$ cat src/design/gctd_pkg.sv
// ----------------------------------------------------------------------------
// gctd_pkg - grow cycle timer and dosing shared definitions
// Item opcodes and configuration register indexes.
// ----------------------------------------------------------------------------
package gctd_pkg;

  // Item opcodes; code 3 is unused and changes nothing
  typedef enum logic [1:0] {
    OP_TICK  = 2'd0,
    OP_START = 2'd1,
    OP_STOP  = 2'd2
  } gctd_op_e;

  localparam int unsigned CFG_IDX_W  = 4;
  localparam int unsigned CFG_DATA_W = 32;
  localparam int unsigned TIME_W     = 16;   // width of one on/off/dose time field
  localparam int unsigned NUM_CH     = 4;

  localparam logic [CFG_IDX_W-1:0] REG_LIGHT_TIMES  = 4'd0;
  localparam logic [CFG_IDX_W-1:0] REG_PUMP_TIMES   = 4'd1;
  localparam logic [CFG_IDX_W-1:0] REG_AIR_TIMES    = 4'd2;
  localparam logic [CFG_IDX_W-1:0] REG_UV_TIMES     = 4'd3;
  localparam logic [CFG_IDX_W-1:0] REG_EC_SETPOINT  = 4'd4;
  localparam logic [CFG_IDX_W-1:0] REG_EC_DEADZONE  = 4'd5;
  localparam logic [CFG_IDX_W-1:0] REG_DOSE_TIMES   = 4'd6;
  localparam logic [CFG_IDX_W-1:0] REG_DOSE_LOCKOUT = 4'd7;

endpackage

$ cat src/design/grow_cycle_timer_and_dosing_core.sv
// ----------------------------------------------------------------------------
// grow_cycle_timer_and_dosing_core - grow cycle timer and nutrient doser
// Four duty-cycle channels (light, pump, air, UV) and a two-pump doser,
// stepped by tick transactions, with start/stop process control.
// ----------------------------------------------------------------------------
//
//  channel  | handshake          | payload
//  ---------+--------------------+------------------------------------------
//  input    | in_valid_i/ready_o | opcode_i, ec_sample_i
//  result   | out_valid_o/ready_i| light/pump/air/uv/dose_a/dose_b_on_o,
//           |                    | is_running_o
//  config   | cfg_we_i           | cfg_index_i, cfg_wdata_i
//
// One transaction per cycle while the result is not stalled. The whole state
// update is one pass of small compares and saturating increments; the result
// is registered and shows in the cycle after the input is accepted.
// Reset (rst_ni low) clears all state and configuration registers at once (not the result payload).
// A stalled result holds in the output register; input is still taken in
// the cycle the result leaves (in_ready_o = !out_valid_o || out_ready_i).
// ----------------------------------------------------------------------------
module grow_cycle_timer_and_dosing_core #(
  parameter int unsigned TIME_BITS = 16
) (
  input  logic                              clk_i,
  input  logic                              rst_ni,
  // configuration
  input  logic                              cfg_we_i,
  input  logic [gctd_pkg::CFG_IDX_W-1:0]    cfg_index_i,
  input  logic [gctd_pkg::CFG_DATA_W-1:0]   cfg_wdata_i,
  // input items
  input  logic                              in_valid_i,
  output logic                              in_ready_o,
  input  logic [1:0]                        opcode_i,
  input  logic [15:0]                       ec_sample_i,
  // results
  output logic                              out_valid_o,
  input  logic                              out_ready_i,
  output logic                              light_on_o,
  output logic                              pump_on_o,
  output logic                              air_on_o,
  output logic                              uv_on_o,
  output logic                              dose_a_on_o,
  output logic                              dose_b_on_o,
  output logic                              is_running_o
);

  localparam int unsigned TW    = gctd_pkg::TIME_W;
  localparam int unsigned NCH   = gctd_pkg::NUM_CH;
  localparam int unsigned CNT_W = TIME_BITS + 1;
  // compare width covers both the count and a 16-bit time field
  localparam int unsigned CMP_W = (CNT_W > TW) ? CNT_W : TW;
  localparam logic [CNT_W-1:0] CNT_MAX = {CNT_W{1'b1}};

  function automatic logic [CNT_W-1:0] sat_inc(input logic [CNT_W-1:0] c);
    return (c == CNT_MAX) ? c : c + 1'b1;
  endfunction

  function automatic logic reached(input logic [CNT_W-1:0] c, input logic [TW-1:0] t);
    return CMP_W'(c) >= CMP_W'(t);
  endfunction

  // --------------------------------------------------------------------------
  // Configuration registers
  // --------------------------------------------------------------------------
  logic [2*TW-1:0] ch_times_q [NCH];   // on time low half, off time high half
  logic [TW-1:0]   setpoint_q;
  logic [TW-1:0]   deadzone_q;
  logic [2*TW-1:0] dose_times_q;       // pump A low half, pump B high half
  logic [TW-1:0]   lockout_time_q;

  always_ff @(posedge clk_i or negedge rst_ni) begin
    if (!rst_ni) begin
      for (int i = 0; i < NCH; i++) begin
        ch_times_q[i] <= '0;
      end
      setpoint_q     <= '0;
      deadzone_q     <= '0;
      dose_times_q   <= '0;
      lockout_time_q <= '0;
    end else if (cfg_we_i) begin
      case (cfg_index_i)
        gctd_pkg::REG_LIGHT_TIMES:  ch_times_q[0]  <= cfg_wdata_i[2*TW-1:0];
        gctd_pkg::REG_PUMP_TIMES:   ch_times_q[1]  <= cfg_wdata_i[2*TW-1:0];
        gctd_pkg::REG_AIR_TIMES:    ch_times_q[2]  <= cfg_wdata_i[2*TW-1:0];
        gctd_pkg::REG_UV_TIMES:     ch_times_q[3]  <= cfg_wdata_i[2*TW-1:0];
        gctd_pkg::REG_EC_SETPOINT:  setpoint_q     <= cfg_wdata_i[TW-1:0];
        gctd_pkg::REG_EC_DEADZONE:  deadzone_q     <= cfg_wdata_i[TW-1:0];
        gctd_pkg::REG_DOSE_TIMES:   dose_times_q   <= cfg_wdata_i[2*TW-1:0];
        gctd_pkg::REG_DOSE_LOCKOUT: lockout_time_q <= cfg_wdata_i[TW-1:0];
        default: ;  // out-of-range index: ignored
      endcase
    end
  end

  // --------------------------------------------------------------------------
  // Process state
  // --------------------------------------------------------------------------
  logic             running_q,  running_d;
  logic             cleanup_q,  cleanup_d;
  logic [NCH-1:0]   ch_on_q,    ch_on_d;
  logic [CNT_W-1:0] ch_cnt_q [NCH];
  logic [CNT_W-1:0] ch_cnt_d [NCH];
  logic [1:0]       dose_on_q,  dose_on_d;
  logic [CNT_W-1:0] dose_cnt_q [2];
  logic [CNT_W-1:0] dose_cnt_d [2];
  logic             lock_q,     lock_d;
  logic [CNT_W-1:0] lock_cnt_q, lock_cnt_d;

  logic in_acc;
  logic out_valid_q;

  assign in_ready_o = !out_valid_q || out_ready_i;
  assign in_acc     = in_valid_i && in_ready_o;

  // signed compare: (sample - deadzone) < setpoint
  logic signed [TW+1:0] ec_diff;
  logic                 dose_req;

  assign ec_diff  = $signed({2'b00, ec_sample_i}) - $signed({2'b00, deadzone_q});
  assign dose_req = ec_diff < $signed({2'b00, setpoint_q});

  always_comb begin
    logic             on_v;
    logic [CNT_W-1:0] cnt_v;
    logic [TW-1:0]    dose_t;

    on_v       = 1'b0;
    cnt_v      = '0;
    dose_t     = '0;
    running_d  = running_q;
    cleanup_d  = cleanup_q;
    ch_on_d    = ch_on_q;
    ch_cnt_d   = ch_cnt_q;
    dose_on_d  = dose_on_q;
    dose_cnt_d = dose_cnt_q;
    lock_d     = lock_q;
    lock_cnt_d = lock_cnt_q;

    case (gctd_pkg::gctd_op_e'(opcode_i))
      gctd_pkg::OP_TICK: begin
        if (running_q) begin
          // duty-cycle channels: off check sees a channel just turned off
          for (int i = 0; i < NCH; i++) begin
            on_v  = ch_on_q[i];
            cnt_v = ch_cnt_q[i];
            if (on_v && reached(cnt_v, ch_times_q[i][TW-1:0])) begin
              on_v  = 1'b0;
              cnt_v = '0;
            end
            if (!on_v && reached(cnt_v, ch_times_q[i][2*TW-1:TW])) begin
              on_v  = 1'b1;
              cnt_v = '0;
            end
            ch_on_d[i]  = on_v;
            ch_cnt_d[i] = sat_inc(cnt_v);
          end

          // doser: start both pumps, arm lockout
          if (dose_req && !lock_q) begin
            dose_on_d = 2'b11;
            lock_d    = 1'b1;
          end
          for (int p = 0; p < 2; p++) begin
            dose_t = (p == 0) ? dose_times_q[TW-1:0] : dose_times_q[2*TW-1:TW];
            cnt_v  = dose_on_d[p] ? sat_inc(dose_cnt_q[p]) : dose_cnt_q[p];
            if (reached(cnt_v, dose_t)) begin
              dose_on_d[p] = 1'b0;
              cnt_v        = '0;
            end
            dose_cnt_d[p] = cnt_v;
          end

          // lockout hold-off
          if (lock_d) begin
            cnt_v = sat_inc(lock_cnt_q);
            if (reached(cnt_v, lockout_time_q)) begin
              cnt_v  = '0;
              lock_d = 1'b0;
            end
            lock_cnt_d = cnt_v;
          end

          cleanup_d = 1'b1;
        end else if (cleanup_q) begin
          // first tick after stop: everything off and cleared
          ch_on_d   = '0;
          dose_on_d = '0;
          lock_d    = 1'b0;
          lock_cnt_d = '0;
          for (int i = 0; i < NCH; i++) begin
            ch_cnt_d[i] = '0;
          end
          for (int p = 0; p < 2; p++) begin
            dose_cnt_d[p] = '0;
          end
          cleanup_d = 1'b0;
        end
      end
      gctd_pkg::OP_START: begin
        ch_on_d   = '1;
        running_d = 1'b1;
      end
      gctd_pkg::OP_STOP: begin
        running_d = 1'b0;
      end
      default: ;  // unused opcode: state unchanged, current state reported
    endcase
  end

  always_ff @(posedge clk_i or negedge rst_ni) begin
    if (!rst_ni) begin
      running_q  <= 1'b0;
      cleanup_q  <= 1'b0;
      ch_on_q    <= '0;
      dose_on_q  <= '0;
      lock_q     <= 1'b0;
      lock_cnt_q <= '0;
      for (int i = 0; i < NCH; i++) begin
        ch_cnt_q[i] <= '0;
      end
      for (int p = 0; p < 2; p++) begin
        dose_cnt_q[p] <= '0;
      end
    end else if (in_acc) begin
      running_q  <= running_d;
      cleanup_q  <= cleanup_d;
      ch_on_q    <= ch_on_d;
      dose_on_q  <= dose_on_d;
      lock_q     <= lock_d;
      lock_cnt_q <= lock_cnt_d;
      ch_cnt_q   <= ch_cnt_d;
      dose_cnt_q <= dose_cnt_d;
    end
  end

  // --------------------------------------------------------------------------
  // Result register
  // --------------------------------------------------------------------------
  logic [NCH-1:0] res_ch_q;
  logic [1:0]     res_dose_q;
  logic           res_run_q;

  always_ff @(posedge clk_i or negedge rst_ni) begin
    if (!rst_ni) begin
      out_valid_q <= 1'b0;
    end else if (in_acc) begin
      out_valid_q <= 1'b1;
    end else if (out_ready_i) begin
      out_valid_q <= 1'b0;
    end
  end

  always_ff @(posedge clk_i) begin
    if (in_acc) begin
      res_ch_q   <= ch_on_d;
      res_dose_q <= dose_on_d;
      res_run_q  <= running_d;
    end
  end

  assign out_valid_o  = out_valid_q;
  assign light_on_o   = res_ch_q[0];
  assign pump_on_o    = res_ch_q[1];
  assign air_on_o     = res_ch_q[2];
  assign uv_on_o      = res_ch_q[3];
  assign dose_a_on_o  = res_dose_q[0];
  assign dose_b_on_o  = res_dose_q[1];
  assign is_running_o = res_run_q;

  // --------------------------------------------------------------------------
  // Assertions
  // --------------------------------------------------------------------------
  // a pending result always mirrors the live state (state moves only on accept)
  a_result_matches_state: assert property (@(posedge clk_i) disable iff (!rst_ni)
    out_valid_q |-> (res_ch_q == ch_on_q) && (res_dose_q == dose_on_q) &&
                    (res_run_q == running_q))
    else $error("result register out of step with process state");

  // start turns every channel on and sets running
  a_start_sets_all: assert property (@(posedge clk_i) disable iff (!rst_ni)
    (in_acc && opcode_i == gctd_pkg::OP_START) |=> (running_q && (&ch_on_q)))
    else $error("start did not set running and channel outputs");

  // idle and clean: no count left behind
  a_idle_counts_clear: assert property (@(posedge clk_i) disable iff (!rst_ni)
    (!running_q && !cleanup_q) |->
      (ch_cnt_q[0] == '0) && (ch_cnt_q[1] == '0) && (ch_cnt_q[2] == '0) &&
      (ch_cnt_q[3] == '0) && (dose_cnt_q[0] == '0) && (dose_cnt_q[1] == '0) &&
      !lock_q && (lock_cnt_q == '0) && (dose_on_q == '0))
    else $error("counts not cleared while stopped without pending cleanup");

  // lockout count only runs while the lockout is held
  a_lock_cnt_idle: assert property (@(posedge clk_i) disable iff (!rst_ni)
    !lock_q |-> (lock_cnt_q == '0))
    else $error("lockout count nonzero with lockout released");

endmodule
$ cat config.mk
export PLATFORM = sky130hd
export DESIGN_NAME = grow_cycle_timer_and_dosing_core
export DESIGN_NICKNAME = d
export VERILOG_FILES = /design/src/design/gctd_pkg.sv /design/src/design/grow_cycle_timer_and_dosing_core.sv
export SDC_FILE = /design/constraint.sdc
export NUM_CORES = 1
export LEC_CHECK = 0
export BUFFER_PORTS_ARGS = -buffer_cell sky130_fd_sc_hd__buf_2
export CORE_MARGIN = 2
export CORE_UTILIZATION = 30
export DETAILED_ROUTE_END_ITERATION = 8
export PLACE_DENSITY_LB_ADDON = 0.08
export RECOVER_POWER = 100
export SKIP_LAST_GASP = 1
export SYNTH_ARGS = -nofsm -noshare
export SYNTH_HDL_FRONTEND = slang
export SYNTH_SLANG_ARGS = --single-unit
$ cat constraint.sdc
create_clock -name clk_i -period 11.4 [get_ports clk_i]
set_input_delay 0.57 -clock clk_i [delete_from_list [all_inputs] [get_ports clk_i]]
set_output_delay 0.57 -clock clk_i [all_outputs]
set_load 0.005 [all_outputs]
Yosys cells after proc, flatten, opt, wreduce, memory -nomap -nowiden
Cells that the tools add are included.

Register bits: 344. Input port bits: 59. Word-level logic and storage cells: 174.

Add/subtract/negate cells: 8. Order comparisons: 12. Eq/ne operators: 17. Muxes and demuxes: 81. Reduce and logical (&&, ||, !) cells: 32.

Operators with widths (count): 17-bit two-way mux (39); 17-bit by 16-bit >= comparator with 1-bit output (11); 68-bit two-way mux (2); 17-bit by 1-bit adder with 17-bit output (second input constant) (7); 17-bit == test (second input constant) (7); 34-bit two-way mux (2); 1-bit two-way mux (28); 2-bit AND reduction (9); 17-bit < comparator (1); 16-bit by 16-bit subtractor with 17-bit output (1); 4-bit by 3-bit == test with 1-bit output (second input constant) (4); 2-bit two-way mux (6); 1-bit logical AND (10); 4-bit by 2-bit == test with 1-bit output (second input constant) (2); 4-bit two-way mux (2); 4-bit case mux with 2 select lines (1); 1-bit logical NOT (6); 4-bit by 1-bit == test with 1-bit output (second input constant) (1); 4-bit logical NOT (1); 4-bit AND reduction (1); 2-bit nonzero test (2); 3-bit AND reduction (1); 2-bit by 1-bit == test with 1-bit output (second input constant) (1); 2-bit == test (second input constant) (1); other kinds (4) (4).

Longest topological paths before layout
Gate-level depths: netlist of the first run.

Depth after elaboration: 13. Gate-level depth with buffers: 34.

Worst setup path before layout of the first run
Ideal clock, no wire load.

Path type: input to register. From: in ec_sample_i[9]. To: reg dose_cnt_q[13] (netlist name). Library setup time: 0.082 ns. Arrival time: 6.236 ns. Required time: 11.318 ns. Slack: 5.082 ns. Stages: 28. Cell sequence: ha_1 > o21a_1 > o21ai_0 > nor2_1 > a211oi_1 > o21bai_1 > a21oi_1 > xnor2_1 > ha_1 > a2111oi_0 > o21ai_0 > o21ai_0 > o21ai_0 > or2_2 > a31oi_1 > clkbuf_1 > xnor2_1 > ha_1 > nand2b_1 > a211oi_1 > o21ai_0 > nor4b_1 > o2111ai_1 > nand4_1 > a21oi_1 > clkbuf_1 > o21ai_0 > a31oi_1.

Word-level cells in the longest chain between the ends: 10.

Ends and longest elaborated chain: start, declared (RTL line grow_cycle_timer_and_dosing_core.sv:34) `input logic [15:0] ec_sample_i,`; 16-bit by 16-bit subtractor with 17-bit output (*) (RTL line grow_cycle_timer_and_dosing_core.sv:119) `assign ec_diff = $signed({2'b00, ec_sample_i}) - $signed({2'b00, deadzone_q});`; 17-bit < comparator (*) (RTL line grow_cycle_timer_and_dosing_core.sv:120) `assign dose_req = ec_diff < $signed({2'b00, setpoint_q});`; 1-bit logical AND (*) (RTL line grow_cycle_timer_and_dosing_core.sv:159) `if (dose_req && !lock_q) begin`; 2-bit two-way mux (*) (RTL line grow_cycle_timer_and_dosing_core.sv:159); 2-bit two-way mux (*) (RTL line grow_cycle_timer_and_dosing_core.sv:141) `if (running_q) begin`; 2-bit two-way mux (*) (RTL line grow_cycle_timer_and_dosing_core.sv:139) `case (gctd_pkg::gctd_op_e'(opcode_i))`; 17-bit two-way mux (*) (RTL line grow_cycle_timer_and_dosing_core.sv:165) `cnt_v = dose_on_d[p] ? sat_inc(dose_cnt_q[p]) : dose_cnt_q[p];`; 17-bit by 16-bit >= comparator with 1-bit output (RTL line grow_cycle_timer_and_dosing_core.sv:59) `return CMP_W'(c) >= CMP_W'(t);`; 17-bit two-way mux (*) (RTL line grow_cycle_timer_and_dosing_core.sv:166) `if (reached(cnt_v, dose_t)) begin`; 34-bit two-way mux (*) (RTL line grow_cycle_timer_and_dosing_core.sv:141); end signal, assigned (RTL line grow_cycle_timer_and_dosing_core.sv:232) `dose_cnt_q <= dose_cnt_d;`; end, declared (RTL line grow_cycle_timer_and_dosing_core.sv:104) `logic [CNT_W-1:0] dose_cnt_q [2];`.

Mark *: on every way between the ends. The rest lies on a longest branch, timed or not. The select of a mux whose other input is x is not followed. A chain may end at the register's enable or synchronous reset.

Worst setup path in the final report of the first run
From: reg deadzone_q[1]. To: reg dose_cnt_q[15] (netlist name).

Word-level cells in the longest chain between the ends: 10.

Ends and longest elaborated chain: start, declared (RTL line grow_cycle_timer_and_dosing_core.sv:67) `logic [TW-1:0] deadzone_q;`; start signal, assigned (RTL line grow_cycle_timer_and_dosing_core.sv:87) `gctd_pkg::REG_EC_DEADZONE: deadzone_q <= cfg_wdata_i[TW-1:0];`; 16-bit by 16-bit subtractor with 17-bit output (*) (RTL line grow_cycle_timer_and_dosing_core.sv:119); 17-bit < comparator (*) (RTL line grow_cycle_timer_and_dosing_core.sv:120); 1-bit logical AND (*) (RTL line grow_cycle_timer_and_dosing_core.sv:159); 2-bit two-way mux (*) (RTL line grow_cycle_timer_and_dosing_core.sv:159); 2-bit two-way mux (*) (RTL line grow_cycle_timer_and_dosing_core.sv:141); 2-bit two-way mux (*) (RTL line grow_cycle_timer_and_dosing_core.sv:139); 17-bit two-way mux (*) (RTL line grow_cycle_timer_and_dosing_core.sv:165); 17-bit by 16-bit >= comparator with 1-bit output (RTL line grow_cycle_timer_and_dosing_core.sv:59); 17-bit two-way mux (*) (RTL line grow_cycle_timer_and_dosing_core.sv:166); 34-bit two-way mux (*) (RTL line grow_cycle_timer_and_dosing_core.sv:141).

Marked as above.

==> impl_results.md, run 1 <==
* Status: finished with violations
* Failing checks: capacitance limit, slew limit
* CP Launch Type: register
* IO Count at slightly below 70
* Via count at 16800
* Max Slew Vio Count at 592
* Vias/cell at 5.05
* Syn Inst Count at 2290
* Mapped cell area at 21200 µm²
* First-pass GRT wire length at 103000 µm
* Placed cells at 3238
* Drt total wl at 66300 µm
* Pwr Total at 0.00413 W
* CTS tree: built
* CTS Sinks at 344
* Worst EP required at 11.85 ns
* Crit path largest cell delay at 1.00 ns
* GR Overflow Total at 0
* Clock Tree Buf Depth at 3
* Antenna Violating Nets Remaining at 0
* Root Buffer Master: clkbuf_16
* Sequential-to-total area share from yosys stat at 40.8%
* Setup CP Type: reg2reg
* Worst R2R Path Depth at 32
* Max Cap Violations at 11
* Min-delay worst type: in2reg
* Power Density at 173 nW/µm²
* Yosys cell types at 68
* Row count at 97
* RSZ-0062 raised after global routing: no
* Post-route insts no fill at 3320
* Starting Density at 30.3%
* Syn avg cell area at 9.25 µm²
* Final Critical Period at about 8.6 ns
* PortBufs at 67
* Residual DRC count at 0
* Drt pass-1 iters at 5
* Final nets at about 2600
* Post-CTS resize count at 0
* Layout cells sized above 1 at 11.3%
* Count leader, synth: dfrtp_1
* Post-synthesis async set-or-reset flop share at 98.0%
* Worst Max-Slew Pin Slew at 5.65 ns
* Synth area leaders: dfrtp_1 40%, ha_1 13%, mux2_2 6.6%
* RR Endpoint: dose_cnt_q[15]$_DFFE_PN0P_
* Yosys top cell by area: dfrtp_1
* LEAKAGE at ~11 nW
* Relative max-transition margin at -277%
* Final period utilization at 75.4%
* Synth Warn # at 0
* Clock transition at the registers of the reported paths at 0.06 ns
* Wire length per cell at 20.0 µm
* Die width at 270 µm
* Area delta synth->final at 13.1%
* Min-delay src: in_valid_i
* Synth top cells by count: 337 x dfrtp_1, 270 x o21ai_0, 266 x nand2_1, 243 x inv_1, 216 x ha_1
* CP arrival at 9.05 ns
* Worst vdd ir at 0.0855 mV
* Die Height at approximately 270 µm
* Main flop type after synthesis: dfrtp_1
* R2R Path Start: deadzone_q[1]$_DFFE_PN0P_
* Post-detail-place hpwl at 46300 µm
* Worst hold endpoint: out_valid_o$_DFFE_PN0P_
* Die area at about 73000 µm²
* Initial drt markers at 1100
* Initial antenna violation count at 5
* Top delay family on crit path: compound AO/OA/AOI/OAI gates
* Setup Viol. Count Final at 0
* Vias in the first global route at around 17000
* Area share of the largest cell type after synthesis at 39.8%
* Setup Skew at 0.0145 ns
* H-tree depth at 2
* Fin Setup TNS at 0 ns
* Crit path buf inv count at 2
* Syn Nets at 2566
* CP endpoint kind: register
* Critical path's most frequent cell: o21ai_0
* Clock Latency Late Sink at between 0.5 and 0.6 ns
* Tot GR Track Use at about 18%
* Slowest CP cell: a21oi_1
* Inserted Clock Buffers at 45
* Number of setup buffers added after CTS at 0
* CTS Hold Bufs at 0
* Floorplan Core Area at 69900 µm²
* Worst Hold Depth at 2
* R2r setup slk at 2.80 ns
* Fin. Hold Viols at 0
* Maximum clock rate at 116 MHz
* Synth Register Bits at 344
* CP max FO at 20
* GPL Wtd Cong at 0.800
* Largest net degree at the start of global routing at 99
* EDFF count, synth at 7
## state kept, by name, summed over array words and instances (netlist names), 2 cells and up
name	cells
ch_times_q	128
ch_cnt_q	68
dose_cnt_q	34
dose_times_q	32
lock_cnt_q	17
deadzone_q	16
lockout_time_q	16
setpoint_q	16
ch_on_q	4
res_ch_q	4
dose_on_q	2
res_dose_q	2
## report_power, final
part | total [W] | internal (W) | switching (W)
Combinational | 0.00111 | 0.000434 | 0.000674
Clock | 0.00145 | 0.000885 | 0.000568
Sequential | 0.00157 | 0.00145 | 0.000128
Total | 0.00413 | 0.00277 | 0.00137
## stage by stage
step	instance area, µm²	setup WS, ns	utilization [%]	hold slack [ns]
after floorplan	21200	5.08	-	0.274
after global placement	22600	3.50	32.3	0.462
after detailed placement	22600	3.31	32.3	0.469
after CTS	24000	3.55	34.4	0.0685
after global routing	23900	1.92	34.2	0.200
final	23900	2.80	34.3	0.206
## cell type report
cell class              count  area (µm²)
multi-input cells        1624       11300
inverters                 243         912
flip-flops and latches    344        8640
well taps                 940        1180
clock inverters             9         145
fillers                  7296       46000
clock buffers              70        1330
repair buffers             87         425
diodes                      3        7.51
## cell usage in the layout (no fill, tap or decap), types with 8 or more instances in the layout
cell type | Yosys | routed
a21o_1 | 28 | 28
nand3_1 | 49 | 49
a22o_1 | 10 | 10
clkbuf_8 | 0 | 11
nand2b_1 | 15 | 15
inv_1 | 243 | 243
a211oi_1 | 22 | 22
o21a_1 | 10 | 10
xnor2_1 | 48 | 48
clkbuf_1 | 67 | 36
nor2_1 | 78 | 77
a21oi_1 | 88 | 88
dfrtp_1 | 337 | 337
a31oi_1 | 32 | 32
ha_1 | 216 | 216
buf_2 | 4 | 58
nor2b_1 | 19 | 19
o31ai_1 | 25 | 25
nor3_1 | 20 | 20
o21ai_0 | 270 | 270
a41oi_1 | 11 | 11
and3_1 | 62 | 62
nand4_1 | 41 | 41
o22ai_1 | 8 | 8
nand2_1 | 266 | 266
and4_1 | 8 | 8
clkbuf_16 | 0 | 45
and2_1 | 55 | 47
xor2_1 | 10 | 10
mux2_2 | 125 | 125
and2_0 | 1 | 10
## how the worst max path moves through the flow
stage                                          from                         end  slack, ns  cells past startpoint
after floorplan                      ec_sample_i[9]  dose_cnt_q[13]$_DFFE_PN0P_       5.08                     28
after global placement               ec_sample_i[6]  dose_cnt_q[13]$_DFFE_PN0P_       3.50                     30
after detailed placement             ec_sample_i[1]  dose_cnt_q[24]$_DFFE_PN0P_       3.31                     31
after CTS                 deadzone_q[1]$_DFFE_PN0P_  dose_cnt_q[24]$_DFFE_PN0P_       3.55                     31
after global routing      deadzone_q[9]$_DFFE_PN0P_  dose_cnt_q[15]$_DFFE_PN0P_       1.92                     30
final                     deadzone_q[1]$_DFFE_PN0P_  dose_cnt_q[15]$_DFFE_PN0P_       2.80                     32
## cells by family (layout without fill, tap and decap cells)
kind of cell	after synthesis	after routing	synth area share (%)
and+or+nand+nor	661	661	15.5
AOI/OAI and AO/OA	561	561	15.9
DFF	344	344	40.8
buffers and inverters	322	409	5.82
adders and majority gates	217	217	12.9
muxes	127	127	6.74
xor gates and xnor gates	58	58	2.40
other	0	3	0
## worst reg2reg max path: cells and delay by family (launching register included)
| family | cells | cell delay (ns) |
|---|---|---|
| DFF | 1 | 0.37 |
| and+or+nand+nor | 7 | 1.62 |
| adders and majority gates | 3 | 0.64 |
| AOI/OAI and AO/OA | 18 | 4.84 |
| buffers and inverters | 2 | 0.81 |
| xor gates and xnor gates | 2 | 0.18 |
## per-layer routing
| metal | global-route usage [%] | wire length [µm] | up-vias |
|---|---|---|---|
| li1 | - | - | 8190 |
| met1 | 26.6 | 33500 | 8199 |
| met2 | 27.8 | 28400 | 279 |
| met3 | 2.90 | 2720 | 86 |
| met4 | 5.34 | 1730 | 0 |
| met5 | 0 | 0 | - |
Note: power is estimated with default switching activity, not from simulation.
==> run 2: changes to the inputs <==
==> constraint.sdc (replaced) <==
create_clock -name clk_i -period 7.5 [get_ports clk_i]
set_input_delay 0.375 -clock clk_i [delete_from_list [all_inputs] [get_ports clk_i]]
set_output_delay 0.375 -clock clk_i [all_outputs]
set_load 0.005 [all_outputs]
==> run 2 against run 1 <==
  * The flow still finishes with violations (capacitance limit, slew limit)
  * Setup slack got worse by 2.2 ns
  * Flip-flop and latch count did not move
  * Via count decreased by 0.13%
  * Sequential share of layout area barely moved
  * Clock skew is 0.00090 ns lower
  * Register-to-register slack worse by 2.2 ns
  * Fmax is 24% higher
  * Design area hardly changed
  * Combinational power increased by 56%
==> impl_results.md, run 2 (synthesis results as in run 1) <==
* Status: finished with violations
* Failing checks: capacitance limit, slew limit
* Min-delay worst type: in2reg
* Switch share at 33.5% (+0.42 points)
* First-pass GRT wire length at 102000 µm (-1.2%)
* Final nets at 2632 (+0.42%)
* Setup Skew at 0.0136 ns (-0.000900 ns)
* Most common cell after layout, fill and taps aside: dfrtp_1
* GPL Wtd Cong at 0.801 (+0.10%)
* Internal at 0.00414 W (+50%)
* Setup Viol. Count Final at 0 (unchanged)
* Setup CP Type: reg2reg
* GR Overflow Total at 0 (unchanged)
* Final period utilization at 92.5% (+17 points)
* Tot GR Track Use at 18.1% (-0.24 points)
* RSZ-0062 raised after global routing: no
* Fin. Hold Viols at 0 (unchanged)
* Reg power frac at 38.4% (+0.4 points)
* Inserted Clock Buffers at 45 (unchanged)
* Largest net degree at the start of global routing at 149 (+51%)
* Crit path largest cell delay at 0.43 ns (-0.57 ns)
* H-tree depth at 2 (unchanged)
* Clock transition at the registers of the reported paths at 0.06 ns (about the same)
* Die area at 72700 µm² (unchanged)
* Design area at 24000 µm² (about the same)
* Die Height at 270 µm (unchanged)
* Fillers at 7314 (+0.25%)
* IO Count at 68 (unchanged)
* Antenna Violating Nets Remaining at 0 (unchanged)
* Floorplan Core Area at 69900 µm² (unchanged)
* Starting Density at 30.3% (unchanged)
* Sequential Area at 8640 µm² (unchanged)
* Maximum clock rate at 144 MHz (+24%)
* LEAKAGE at 11.3 nW (+0.25%)
* Max Slew Vio Count at 601 (+1.5%)
* Relative max-transition margin at -167% (+110 points)
* Drt pass-1 iters at 4 (-1)
* Via count at 16700 (-0.13%)
* Die width at 270 µm (unchanged)
* Max Cap Violations at 10 (-1)
* Final Critical Period at 6.94 ns (-1.66 ns)
* Wire length per cell at 19.7 µm (-1.5%)
* Clock Tree Buf Depth at 3 (unchanged)
* Clock Latency Late Sink at 0.57 ns (about the same)
* Most frequent cells in the layout: 337 x dfrtp_1, 270 x o21ai_0, 266 x nand2_1
* CP Launch Type: register
* Most flop-heavy register: ch_times_q
* Power Density at 260 nW/µm² (+51%)
* Drt total wl at 65500 µm (-1.3%)
* CTS tree: built
* Layout cells sized above 1 at 11.9% (+0.60 points)
* CP arrival at 7.42 ns (-1.63 ns)
* Worst Max-Slew Pin Slew at 4.00 ns (-1.65 ns)
* CTS Sinks at 344 (unchanged)
* NetSw at 0.00209 W (+53%)
* CP max FO at 16 (-20%)
* Slowest CP cell: or2_2
* Initial drt markers at 934 (-15%)
* Worst vdd ir at 0.139 mV (+62%)
* Vias in the first global route at 16700 (-1.7%)
* Vias/cell at 5.03 (-0.28%)
* Fin Setup TNS at 0 ns (unchanged)
* Initial antenna violation count at 8 (+3)
* Root Buffer Master: clkbuf_16
* Max FFs per register at 128 (unchanged)
* Row count at 97 (unchanged)
* Placed instance area at 22600 µm² (+0.26%)
* Area delta synth->final at 13.2% (about the same)
* Multi-input logic area at 11300 µm² (+0.19%)
* Gate power share at 27.8% (+1.0 points)
* Worst EP required at 7.98 ns (-3.87 ns)
* Residual DRC count at 0 (unchanged)
* PortBufs at 67 (unchanged)
* CP endpoint kind: register
* Critical path's most frequent cell: o21ai_0
* Clk pwr share at 33.8% (-1.3 points)
* Post-detail-place hpwl at 45500 µm (-1.8%)
* Largest regs: ch_times_q (128), ch_cnt_q (68), dose_cnt_q (34)
## run 2: layer usage
layer | vias up | part of all wire [%] | wire length, µm | track usage [%]
met5 | - | 0.011 | 7 | 0
met3 | 74 | 3.4 | 2220 | 2.40
met4 | 2 | 1.8 | 1200 | 4.28
li1 | 8203 | - | - | -
met2 | 270 | 43 | 28400 | 27.8
met1 | 8183 | 51 | 33700 | 26.7
## run 2: timing repair
action,CTS,global route
setup buffers,0,3
resized for setup,0,2
hold buffers,2,0
endpoints found under the hold margin,66,0
setup endpoints to repair,0,24
## run 2: cell type report
cell class                      count  share of cell area (%)
Antenna cell                        1                  0.0104
Clock inverter                     12                   0.470
Tap cell                          940                    4.91
Inverter                          243                    3.81
Clock buffer                       63                    5.36
Multi-Input combinational cell   1624                    47.3
Sequential cell                   344                    36.1
Timing Repair Buffer               98                    2.13
## run 2: power groups by stage
stage	clock network [W]	registers (W)	logic [W]
3_3_place_gp	0	0.00242	0.00170
5_1_grt	0.00227	0.00244	0.00199
6_report	0.00211	0.00239	0.00173
3_5_place_dp	0	0.00242	0.00173
4_1_cts	0.00219	0.00239	0.00174
2_1_floorplan	0	0.00235	0.00122
## run 2: per-stage QoR
stage,util [%],hold slack [ns],std cells,worst slack (ns),power [W]
CTS,34.4,0.0710,3321,0.352,0.00633
detailed placement,32.4,0.392,3244,0.307,0.00415
finish,34.3,0.104,3325,0.564,0.00623
global placement,32.4,0.391,3244,0.335,0.00411
global route,34.3,0.119,3324,0.0140,0.00669
floorplan,-,0.0794,2290,1.38,0.00357
## run 2: path summary, 6_finish.rpt
| check | from | to | slack (ns) | cells after the start |
|---|---|---|---|---|
| worst max-delay path | deadzone_q[1]$_DFFE_PN0P_ | dose_cnt_q[24]$_DFFE_PN0P_ | 0.56 | 32 |
| worst min-delay path | out_ready_i | out_valid_o$_DFFE_PN0P_ | 0.10 | 3 |
| worst max register to register | deadzone_q[1]$_DFFE_PN0P_ | dose_cnt_q[24]$_DFFE_PN0P_ | 0.56 | 32 |
| worst min register to register | cleanup_q$_DFFE_PN0P_ | cleanup_q$_DFFE_PN0P_ | 0.48 | 1 |
| max in group asynchronous | rst_ni | dose_cnt_q[5]$_DFFE_PN0P_ | 1.79 | 3 |
| min in group asynchronous | rst_ni | deadzone_q[8]$_DFFE_PN0P_ | 1.77 | 2 |
## run 2: critical path: cells and delay by family (launching register included)
kind                       cells  cell delay (ns)
adders and majority gates      3             0.78
AOI/OAI and AO/OA             16             3.12
xor gates and xnor gates       2             0.23
buffers and inverters          2             0.31
and+or+nand+nor                9             2.05
DFF                            1             0.37
